--- src/rtl/core/cca_pkg.sv ---
// Shared types, widths and constants for the cluster centroid accumulator.
package cca_pkg;

    // Field widths fixed by the item formats
    localparam int COORD_W   = 32;
    localparam int LABEL_W   = 8;
    localparam int DIM_OUT_W = 6;
    localparam int SUM_W     = 48;

    // Defaults for the top-level parameters
    localparam int DIMENSIONS_DEF  = 8;
    localparam int MAX_OBJECTS_DEF = 65536;

    // Configuration port
    localparam int                   CFG_DATA_W  = 32;
    localparam int                   CFG_ADDR_W  = 1;
    localparam logic [CFG_ADDR_W-1:0] ADDR_TARGET = 1'b0;

    // Saturation limits of a Q16.16 result: the bounds as sum-width magnitudes, then the saturated values
    localparam logic [SUM_W-1:0] RES_POS_MAX = 48'h0000_7FFF_FFFF;
    localparam logic [SUM_W-1:0] RES_NEG_MAG = 48'h0000_8000_0000;
    localparam logic [COORD_W-1:0] RES_POS_SAT = 32'h7FFF_FFFF;
    localparam logic [COORD_W-1:0] RES_NEG_SAT = 32'h8000_0000;

    // One input item
    typedef struct packed {
        logic signed [COORD_W-1:0] coordinate;
        logic [LABEL_W-1:0]        label;
        logic                      object_end;
        logic                      set_end;
    } t_cca_in;

    // One result item
    typedef struct packed {
        logic signed [COORD_W-1:0] centroid_value;
        logic [DIM_OUT_W-1:0]      dimension;
        logic                      final_res;
    } t_cca_res;

    // Commands from the controller to the datapath
    typedef struct packed {
        logic accept;    // input item taken this cycle
        logic rd_fetch;  // sum memory read at the result index
        logic div_load;  // load divider with the fetched sum
        logic div_step;  // one quotient bit
        logic emit;      // register a result item
        logic last;      // this result is the last dimension
        logic clear;     // drop sums and member count
    } t_cca_cmd;

endpackage

--- src/rtl/core/cluster_centroid_accumulator_unit.sv ---
// Top level: k-means centroid accumulator with APB configuration.
//
// Coordinate items are taken one per cycle while busy is low: start with
// busy low accepts an item, and matching coordinates are summed into a
// 48-bit entry per dimension with no gap between items. An item carrying
// set_end raises busy through a flush and then, for each dimension, a sum
// memory fetch, a divider load, the bit-serial shift-subtract divide and
// the registering of the result, one result per dimension. Each result is
// presented for a single cycle with o_res_valid high and must be taken
// then; the block cannot be held off. The sums and count are cleared as
// the last result is issued, with no clearing pass after reset.
module cluster_centroid_accumulator_unit #(
    parameter int DIMENSIONS  = cca_pkg::DIMENSIONS_DEF,
    parameter int MAX_OBJECTS = cca_pkg::MAX_OBJECTS_DEF
) (
    input  logic                               i_clk,
    input  logic                               i_rst_n,
    input  logic                               start,
    output logic                               busy,
    input  cca_pkg::t_cca_in                   i_item,
    output logic                               o_res_valid,
    output cca_pkg::t_cca_res                  o_res,
    input  logic                               psel,
    input  logic                               penable,
    input  logic                               pwrite,
    input  logic [cca_pkg::CFG_ADDR_W-1:0]     paddr,
    input  logic [cca_pkg::CFG_DATA_W-1:0]     pwdata,
    output logic [cca_pkg::CFG_DATA_W-1:0]     prdata,
    output logic                               pready
);
    import cca_pkg::*;

    localparam int DIM_W = (DIMENSIONS > 1) ? $clog2(DIMENSIONS) : 1;

    logic [LABEL_W-1:0] r_target;
    t_cca_cmd           cmd;
    logic [DIM_W-1:0]   idx;
    logic               cfg_wr;

    // Configuration register
    assign cfg_wr = psel & penable & pwrite & pready & (paddr == ADDR_TARGET);

    always_ff @(posedge i_clk) begin
        if (!i_rst_n) begin
            r_target <= '0;
        end else if (cfg_wr) begin
            r_target <= pwdata[LABEL_W-1:0];
        end
    end

    assign pready = 1'b1;
    assign prdata = (paddr == ADDR_TARGET) ? CFG_DATA_W'(r_target) : '0;

    cca_ctrl #(
        .DIMENSIONS (DIMENSIONS)
    ) u_ctrl (
        .i_clk     (i_clk),
        .i_rst_n   (i_rst_n),
        .i_start   (start),
        .i_set_end (i_item.set_end),
        .o_busy    (busy),
        .o_cmd     (cmd),
        .o_idx     (idx)
    );

    cca_dp #(
        .DIMENSIONS  (DIMENSIONS),
        .MAX_OBJECTS (MAX_OBJECTS)
    ) u_dp (
        .i_clk       (i_clk),
        .i_rst_n     (i_rst_n),
        .i_cmd       (cmd),
        .i_idx       (idx),
        .i_item      (i_item),
        .i_target    (r_target),
        .o_res_valid (o_res_valid),
        .o_res       (o_res)
    );

endmodule

--- src/rtl/core/cca_div.sv ---
// Restoring shift-subtract divider, one quotient bit per cycle while i_step is high.
module cca_div #(
    parameter int DIVISOR_W = 17
) (
    input  logic                        i_clk,
    input  logic                        i_load,
    input  logic                        i_step,
    input  logic [cca_pkg::SUM_W-1:0]   i_dividend,
    input  logic [DIVISOR_W-1:0]        i_divisor,
    output logic [cca_pkg::SUM_W-1:0]   o_quotient
);
    import cca_pkg::*;

    logic [SUM_W-1:0]     r_quo;
    logic [DIVISOR_W-1:0] r_rem;
    logic [DIVISOR_W:0]   trial;
    logic [DIVISOR_W:0]   diff;
    logic                 ge;

    // Trial subtract of the divisor from the shifted remainder
    always_comb begin
        trial = {r_rem, r_quo[SUM_W-1]};
        diff  = trial - {1'b0, i_divisor};
        ge    = ~diff[DIVISOR_W];
    end

    // Dividend shifts out at the top while quotient bits shift in below
    always_ff @(posedge i_clk) begin
        if (i_load) begin
            r_quo <= i_dividend;
            r_rem <= '0;
        end else if (i_step) begin
            r_quo <= {r_quo[SUM_W-2:0], ge};
            r_rem <= ge ? diff[DIVISOR_W-1:0] : trial[DIVISOR_W-1:0];
        end
    end

    assign o_quotient = r_quo;

endmodule

--- src/rtl/core/cca_dp.sv ---
// Datapath: sum memory with accumulate stage, member count, divide and result register.
module cca_dp #(
    parameter int DIMENSIONS  = cca_pkg::DIMENSIONS_DEF,
    parameter int MAX_OBJECTS = cca_pkg::MAX_OBJECTS_DEF,
    localparam int DIM_W      = (DIMENSIONS > 1) ? $clog2(DIMENSIONS) : 1
) (
    input  logic                          i_clk,
    input  logic                          i_rst_n,
    input  cca_pkg::t_cca_cmd             i_cmd,
    input  logic [DIM_W-1:0]              i_idx,
    input  cca_pkg::t_cca_in              i_item,
    input  logic [cca_pkg::LABEL_W-1:0]   i_target,
    output logic                          o_res_valid,
    output cca_pkg::t_cca_res             o_res
);
    import cca_pkg::*;

    localparam int              CNT_W     = $clog2(MAX_OBJECTS + 1);
    localparam logic [CNT_W-1:0] CNT_MAX  = CNT_W'(MAX_OBJECTS);
    localparam logic [DIM_W-1:0] POS_LAST = DIM_W'(DIMENSIONS - 1);

    // Sum memory and one valid bit per entry
    logic [SUM_W-1:0]      r_sums [DIMENSIONS];
    logic [DIMENSIONS-1:0] r_valid;
    logic [SUM_W-1:0]      r_rd_data;
    logic                  r_rd_vld;
    logic [DIM_W-1:0]      rd_addr;

    // Stream position and member count
    logic [DIM_W-1:0] r_pos, n_pos;
    logic [CNT_W-1:0] r_count;
    logic             match;
    logic             obj_done;

    // Accumulate stage
    logic                      r_a_vld;
    logic                      r_a_match;
    logic [DIM_W-1:0]          r_a_pos;
    logic signed [COORD_W-1:0] r_a_coord;
    logic [SUM_W-1:0]          old_sum;
    logic [SUM_W-1:0]          new_sum;
    logic                      a_wr;

    // Bypass of the write made in the previous cycle
    logic             r_f_vld;
    logic [DIM_W-1:0] r_f_pos;
    logic [SUM_W-1:0] r_f_sum;

    // Divide and result
    logic [SUM_W-1:0]   fetched;
    logic [SUM_W-1:0]   fetched_mag;
    logic               r_q_neg;
    logic [SUM_W-1:0]   quotient;
    logic [COORD_W-1:0] res_val;
    t_cca_res           r_res;
    logic               r_res_vld;

    // Match test and next position of the incoming item
    always_comb begin
        match    = (i_item.label == i_target) && (r_count < CNT_MAX);
        obj_done = i_item.object_end | i_item.set_end;
        if (obj_done || (r_pos == POS_LAST)) begin
            n_pos = '0;
        end else begin
            n_pos = r_pos + 1'b1;
        end
    end

    assign rd_addr = i_cmd.rd_fetch ? i_idx : r_pos;

    // Old sum: bypass, else memory if written since the last clear, else zero
    always_comb begin
        if (r_f_vld && (r_f_pos == r_a_pos)) begin
            old_sum = r_f_sum;
        end else if (r_rd_vld) begin
            old_sum = r_rd_data;
        end else begin
            old_sum = '0;
        end
        new_sum = old_sum + {{(SUM_W-COORD_W){r_a_coord[COORD_W-1]}}, r_a_coord};
        a_wr    = r_a_vld & r_a_match;
    end

    // Control state
    always_ff @(posedge i_clk) begin
        if (!i_rst_n) begin
            r_pos     <= '0;
            r_count   <= '0;
            r_valid   <= '0;
            r_a_vld   <= 1'b0;
            r_f_vld   <= 1'b0;
            r_res_vld <= 1'b0;
        end else begin
            r_a_vld   <= i_cmd.accept;
            r_f_vld   <= a_wr;
            r_res_vld <= i_cmd.emit;
            if (i_cmd.accept) begin
                r_pos <= n_pos;
                if (obj_done && match) begin
                    r_count <= r_count + 1'b1;
                end
            end
            if (a_wr) begin
                r_valid[r_a_pos] <= 1'b1;
            end
            if (i_cmd.clear) begin
                r_count <= '0;
                r_valid <= '0;
            end
        end
    end

    // Sum memory: one write, one registered read
    always_ff @(posedge i_clk) begin
        if (a_wr) begin
            r_sums[r_a_pos] <= new_sum;
        end
        r_rd_data <= r_sums[rd_addr];
        r_rd_vld  <= r_valid[rd_addr];
    end

    // Accumulate stage and bypass payload
    always_ff @(posedge i_clk) begin
        if (i_cmd.accept) begin
            r_a_match <= match;
            r_a_pos   <= r_pos;
            r_a_coord <= i_item.coordinate;
        end
        r_f_pos <= r_a_pos;
        r_f_sum <= new_sum;
    end

    // Magnitude and sign of the fetched sum for the divider
    always_comb begin
        fetched     = r_rd_vld ? r_rd_data : '0;
        fetched_mag = fetched[SUM_W-1] ? (~fetched + 1'b1) : fetched;
    end

    always_ff @(posedge i_clk) begin
        if (i_cmd.div_load) begin
            r_q_neg <= fetched[SUM_W-1];
        end
    end

    cca_div #(
        .DIVISOR_W (CNT_W)
    ) u_div (
        .i_clk      (i_clk),
        .i_load     (i_cmd.div_load),
        .i_step     (i_cmd.div_step),
        .i_dividend (fetched_mag),
        .i_divisor  (r_count),
        .o_quotient (quotient)
    );

    // Sign restore and saturation to Q16.16
    always_comb begin
        if (r_count == '0) begin
            res_val = '0;
        end else if (r_q_neg) begin
            if (quotient > RES_NEG_MAG) begin
                res_val = RES_NEG_SAT;
            end else begin
                res_val = ~quotient[COORD_W-1:0] + 1'b1;
            end
        end else if (quotient > RES_POS_MAX) begin
            res_val = RES_POS_SAT;
        end else begin
            res_val = quotient[COORD_W-1:0];
        end
    end

    // Result register
    always_ff @(posedge i_clk) begin
        if (i_cmd.emit) begin
            r_res.centroid_value <= res_val;
            r_res.dimension      <= DIM_OUT_W'(i_idx);
            r_res.final_res      <= i_cmd.last;
        end
    end

    assign o_res_valid = r_res_vld;
    assign o_res       = r_res;

    // An empty cluster gives zero
    a_empty_zero: assert property (@(posedge i_clk) disable iff (!i_rst_n)
        (i_cmd.emit && (r_count == '0)) |=> (o_res.centroid_value == '0))
        else $error("non-zero result for an empty cluster");

    // A matching coordinate leaves its entry marked as written
    a_entry_marked: assert property (@(posedge i_clk) disable iff (!i_rst_n)
        (r_a_vld && r_a_match) |=> r_valid[$past(r_a_pos)])
        else $error("sum entry not marked after accumulate");

endmodule

--- src/rtl/core/cca_ctrl.sv ---
// Controller: item acceptance, flush, and per-dimension fetch/divide/emit sequence.
module cca_ctrl #(
    parameter int DIMENSIONS = cca_pkg::DIMENSIONS_DEF,
    localparam int DIM_W     = (DIMENSIONS > 1) ? $clog2(DIMENSIONS) : 1
) (
    input  logic              i_clk,
    input  logic              i_rst_n,
    input  logic              i_start,
    input  logic              i_set_end,
    output logic              o_busy,
    output cca_pkg::t_cca_cmd o_cmd,
    output logic [DIM_W-1:0]  o_idx
);
    import cca_pkg::*;

    localparam int               STEP_W    = $clog2(SUM_W);
    localparam logic [STEP_W-1:0] STEP_LAST = STEP_W'(SUM_W - 1);
    localparam logic [DIM_W-1:0]  IDX_LAST  = DIM_W'(DIMENSIONS - 1);

    typedef enum logic [5:0] {
        S_IDLE  = 6'b000001,
        S_FLUSH = 6'b000010,
        S_FETCH = 6'b000100,
        S_LOAD  = 6'b001000,
        S_DIV   = 6'b010000,
        S_EMIT  = 6'b100000
    } t_state;

    t_state            r_state, n_state;
    logic [DIM_W-1:0]  r_idx, n_idx;
    logic [STEP_W-1:0] r_step, n_step;
    t_cca_cmd          cmd;

    // Next state and commands
    always_comb begin
        n_state = r_state;
        n_idx   = r_idx;
        n_step  = r_step;
        cmd     = '0;
        unique case (r_state)
            S_IDLE: begin
                cmd.accept = i_start;
                if (i_start && i_set_end) begin
                    n_state = S_FLUSH;
                    n_idx   = '0;
                end
            end
            // last coordinate still being added
            S_FLUSH: begin
                n_state = S_FETCH;
            end
            S_FETCH: begin
                cmd.rd_fetch = 1'b1;
                n_state      = S_LOAD;
            end
            S_LOAD: begin
                cmd.div_load = 1'b1;
                n_step       = '0;
                n_state      = S_DIV;
            end
            S_DIV: begin
                cmd.div_step = 1'b1;
                if (r_step == STEP_LAST) begin
                    n_state = S_EMIT;
                end else begin
                    n_step = r_step + 1'b1;
                end
            end
            S_EMIT: begin
                cmd.emit  = 1'b1;
                cmd.last  = (r_idx == IDX_LAST);
                cmd.clear = cmd.last;
                if (cmd.last) begin
                    n_state = S_IDLE;
                end else begin
                    n_idx   = r_idx + 1'b1;
                    n_state = S_FETCH;
                end
            end
            default: begin
                n_state = S_IDLE;
            end
        endcase
    end

    always_ff @(posedge i_clk) begin
        if (!i_rst_n) begin
            r_state <= S_IDLE;
            r_idx   <= '0;
            r_step  <= '0;
        end else begin
            r_state <= n_state;
            r_idx   <= n_idx;
            r_step  <= n_step;
        end
    end

    assign o_busy = (r_state != S_IDLE);
    assign o_cmd  = cmd;
    assign o_idx  = r_idx;

    // A set-end item starts the flush
    a_set_end_flush: assert property (@(posedge i_clk) disable iff (!i_rst_n)
        (r_state == S_IDLE && i_start && i_set_end) |=> (r_state == S_FLUSH))
        else $error("set end did not start the result sequence");

    // A result only follows a full divide
    a_emit_after_div: assert property (@(posedge i_clk) disable iff (!i_rst_n)
        (r_state == S_EMIT) |-> ($past(r_state) == S_DIV && $past(r_step) == STEP_LAST))
        else $error("result emitted before the divide finished");

    // The last dimension returns to idle
    a_last_idle: assert property (@(posedge i_clk) disable iff (!i_rst_n)
        (r_state == S_EMIT && r_idx == IDX_LAST) |=> (r_state == S_IDLE))
        else $error("no return to idle after the last dimension");

endmodule
--- config.mk ---
export PLATFORM = sky130hd
export DESIGN_NAME = cluster_centroid_accumulator_unit
export DESIGN_NICKNAME = d
export VERILOG_FILES = /design/src/rtl/core/cca_pkg.sv /design/src/rtl/core/cluster_centroid_accumulator_unit.sv /design/src/rtl/core/cca_div.sv /design/src/rtl/core/cca_dp.sv /design/src/rtl/core/cca_ctrl.sv
export SDC_FILE = /design/constraint.sdc
export NUM_CORES = 1
export LEC_CHECK = 0
export BUFFER_PORTS_ARGS = -buffer_cell sky130_fd_sc_hd__buf_2
export CELL_PAD_IN_SITES_DETAIL_PLACEMENT = 1
export CELL_PAD_IN_SITES_GLOBAL_PLACEMENT = 1
export CORE_UTILIZATION = 35
export CTS_CLUSTER_SIZE = 14
export DETAILED_ROUTE_END_ITERATION = 16
export GPL_TIMING_DRIVEN = 1
export PLACE_DENSITY_LB_ADDON = 0.05
export SYNTH_ARGS = -nofsm -noshare
export SYNTH_HDL_FRONTEND = slang
export SYNTH_SLANG_ARGS = --single-unit
--- constraint.sdc ---
create_clock -name i_clk -period 10.22 [get_ports i_clk]
set_input_delay 2.044 -clock i_clk [delete_from_list [all_inputs] [get_ports i_clk]]
set_output_delay 2.044 -clock i_clk [all_outputs]
set_load 0.03 [all_outputs]
==> metrics.csv <==
stage,metric,value,unit
floorplan,die_area,0.0889,sq mm
floorplan,coreArea,0.0868,sq mm
synth,ys_seq_area_frac,0.606,
placed_design,io_buffers,102,
placed_design,dp_hpwl,56300,um
drt,viasPerCell,5.21,
synth,synth_ff_type,edfxtp_1,
run_status,status,finished clean,
sta,worst_pin_slew,1090,ps
sta,rsz0062_at_grt,no,
worst_setup_path,worst-setup-path-type,register to register,
synth,async_flop_share,0,
min_path,hold_path.class,register to register,
pwr,p_leak,0.0131,uW
sta,setup_viol,0,
clock_network,cts.clk_slew.worst_paths,60,ps
worst_setup_path,reg2reg_slack,4270,ps
cells_and_area,final_nets,3154,
sta,finalCriticalPeriod,5950,ps
cells_and_area,utilization,0.402,
worst_setup_path,required,10530,ps
drt,drtIter0Drc,1114,
clock_network,clkSinkCount,676,
synth,synth_warnings,0,
clock_network,cts_buffer_depth,3,
clock_network,holdBufCountCts,0,
sta,max_freq,0.168,GHz
pwr,peakVddDrop,0.116,mV
clock_network,cts_tree,built,
synth,synth_edf_count,505,
grt,overflow,0,
synth,syn_avg_cell_area,10.5,sq um
synth,ys_types,87,
synth,synthCells,2920,
worst_setup_path,cp-end-kind,register,
placed_design,dp_slack,4260,ps
sta,relSlewSlack,0.272,
drt,drc_errors,0,
cells_and_area,mostFrequentLayoutCells,"nand2_1, edfxtp_1, nand3_1",
grt,grt_use_total,0.200,
drt,drtAntennaViolNets,0,
cells_and_area,drive_gt1_frac,0.0984,
clock_network,post_cts_buffers,0,
synth,synth_area,0.0307,sq mm
clock_network,cts-root-buf,clkbuf_16,
sta,maxSlewViolCount,0,
worst_setup_path,worstSetupStartpointType,register,
grt,antenna_found_initial,2,
grt,grt_max_degree,148,
drt,dr_total_vias,21978,
grt,grt_pass1_vias,22775,
clock_network,clk_latency,630,ps
sta,worst_slack,4270,ps
cells_and_area,stdcell_count,4215,
worst_setup_path,worstPathArrival,6260,ps
placed_design,gp_congestion,0.810,
floorplan,fp-row-count,108,
drt,first_pass_iters,5,
floorplan,die_height,298,um
floorplan,start_util,0.354,
sta,fin_crit_sh,0.582,
drt,routed_wl,88700,um
placed_design,dp.cells,4069,
synth,synth_seq_cells,676,
job,maxCapViolCount,0,
clock_network,htreeDepth,3,
worst_setup_path,crit_fanout,80,
sta,tns,0,ps
cells_and_area,mostFrequentLayoutCell,nand2_1,
clock_network,cts_resized,0,
clock_network,cts_made_buffers,78,
floorplan,die_w,298,um
sta,finalClockSkew,22.4,ps
cells_and_area,synthToLayoutAreaGrowth,13.6,%
pwr,powerDensity,186,mW/mm^2
floorplan,io_pins,155,
sta,hold_viol,0,
grt,grt_pass1_wl,137000,um
drt,wl_per_cell,21.0,um
[kinds of logic after synthesis]
logic type | after synthesis | share of synthesized area
adders and majority gates | 79 | 0.0327
AOI/OAI and AO/OA | 499 | 0.0991
xor gates and xnor gates | 133 | 0.0379
muxes | 21 | 0.00717
and+or+nand+nor | 1299 | 0.187
DFF | 676 | 0.606
other | 2 | 0.000245
buffers and inverters | 211 | 0.0307
[cell usage after synthesis, types with 5 or more instances]
cell type,instances,area (sq um)
o21ai_1,54,270
xor2_1,61,534
or3_1,17,106
nor2_1,109,409
a211oi_1,7,52.6
o21ai_0,174,871
dfxtp_1,171,3420
nand4_1,13,81.3
o21a_1,7,52.6
o21ai_2,5,43.8
mux2_2,6,67.6
or4_1,6,45.0
buf_1,8,30.0
o211a_1,8,80.1
nor2b_1,19,119
o41ai_1,16,140
nand2_1,725,2720
o311ai_1,7,61.3
a21o_1,31,233
edfxtp_1,505,15200
or2_2,5,31.3
xnor2_1,72,631
inv_1,45,169
o31ai_1,23,173
a21boi_0,12,90.1
nand2b_1,16,100
buf_4,28,210
and2_1,14,87.6
o21bai_1,6,45.0
a21oi_1,93,465
nor3_1,35,175
and3_1,10,62.6
ha_1,77,963
nor4_1,25,156
a31oi_1,15,93.8
nand3_1,276,1380
clkbuf_1,122,458
mux2i_1,13,130
[layer usage]
| layer | track usage | vias to the layer above | wire [um] |
|---|---|---|---|
| li1 | - | 10535 | - |
| met1 | 0.284 | 11008 | 43800 |
| met2 | 0.319 | 303 | 40300 |
| met3 | 0.0296 | 132 | 2770 |
| met4 | 0.0480 | 0 | 1870 |
| met5 | 0 | - | 0 |
[where the power goes]
| part | internal (uW) | switching (uW) |
|---|---|---|
| combinational | 143 | 367 |
| clock | 1610 | 1160 |
| sequential | 3130 | 79.5 |
| total | 4880 | 1610 |
[worst max-delay path: stages, from the launching register on]
cell and delay, ps:
edfxtp_1 510, xor2_1 210, nor3_2 180, buf_4 250
buf_4 650, o21ai_0 290, ha_1 460, nand2_1 140
nor4_1 420, o2111ai_1 290, a211o_1 410, a22oi_1 630
a311o_1 320, a21o_1 140, a21oi_1 70, xnor2_1 610
[state kept, by name, indices dropped and copies added (netlist names), 6 cells and up]
signal                 flops
u_dp.r_count              17
u_dp.r_f_sum              48
u_dp.r_sums              384
u_ctrl.r_step              6
u_dp.u_div.r_rem          17
u_dp.o_res                36
u_dp.r_a_coord            32
u_dp.r_valid               8
u_ctrl.r_state             6
r_target                   8
u_dp.r_rd_data            48
u_dp.u_div.o_quotient     48
[final timing paths]
path / from / endpoint / cells after the start
min reg2reg: u_dp.r_a_pos[0] / u_dp.r_f_pos[0] / 0
max: u_dp.r_a_pos[2] / u_dp.r_sums[4][44] / 15
max reg2reg: u_dp.r_a_pos[2] / u_dp.r_sums[4][44] / 15
min: u_dp.r_a_pos[0] / u_dp.r_f_pos[0] / 0
[cell type report]
cell class,instances,area (sq um)
fill,9534,51900
sequential,676,18600
multi-input combinational,2059,11400
clock buffer,106,2180
tap,1155,1450
timing repair buffer,132,748
clock inverter,39,355
inverter,47,176
antenna,1,2.50
[per-stage QoR]
step	area, sq um	power (uW)	hold WS (ps)
2_1_floorplan	30800	3570	403
3_3_place_gp	32300	3760	417
3_5_place_dp	32300	3780	430
4_1_cts	34900	6580	444
5_1_grt	34900	6740	457
6_report	34900	6490	438
No activity file was read; power rests on OpenSTA's default activity.
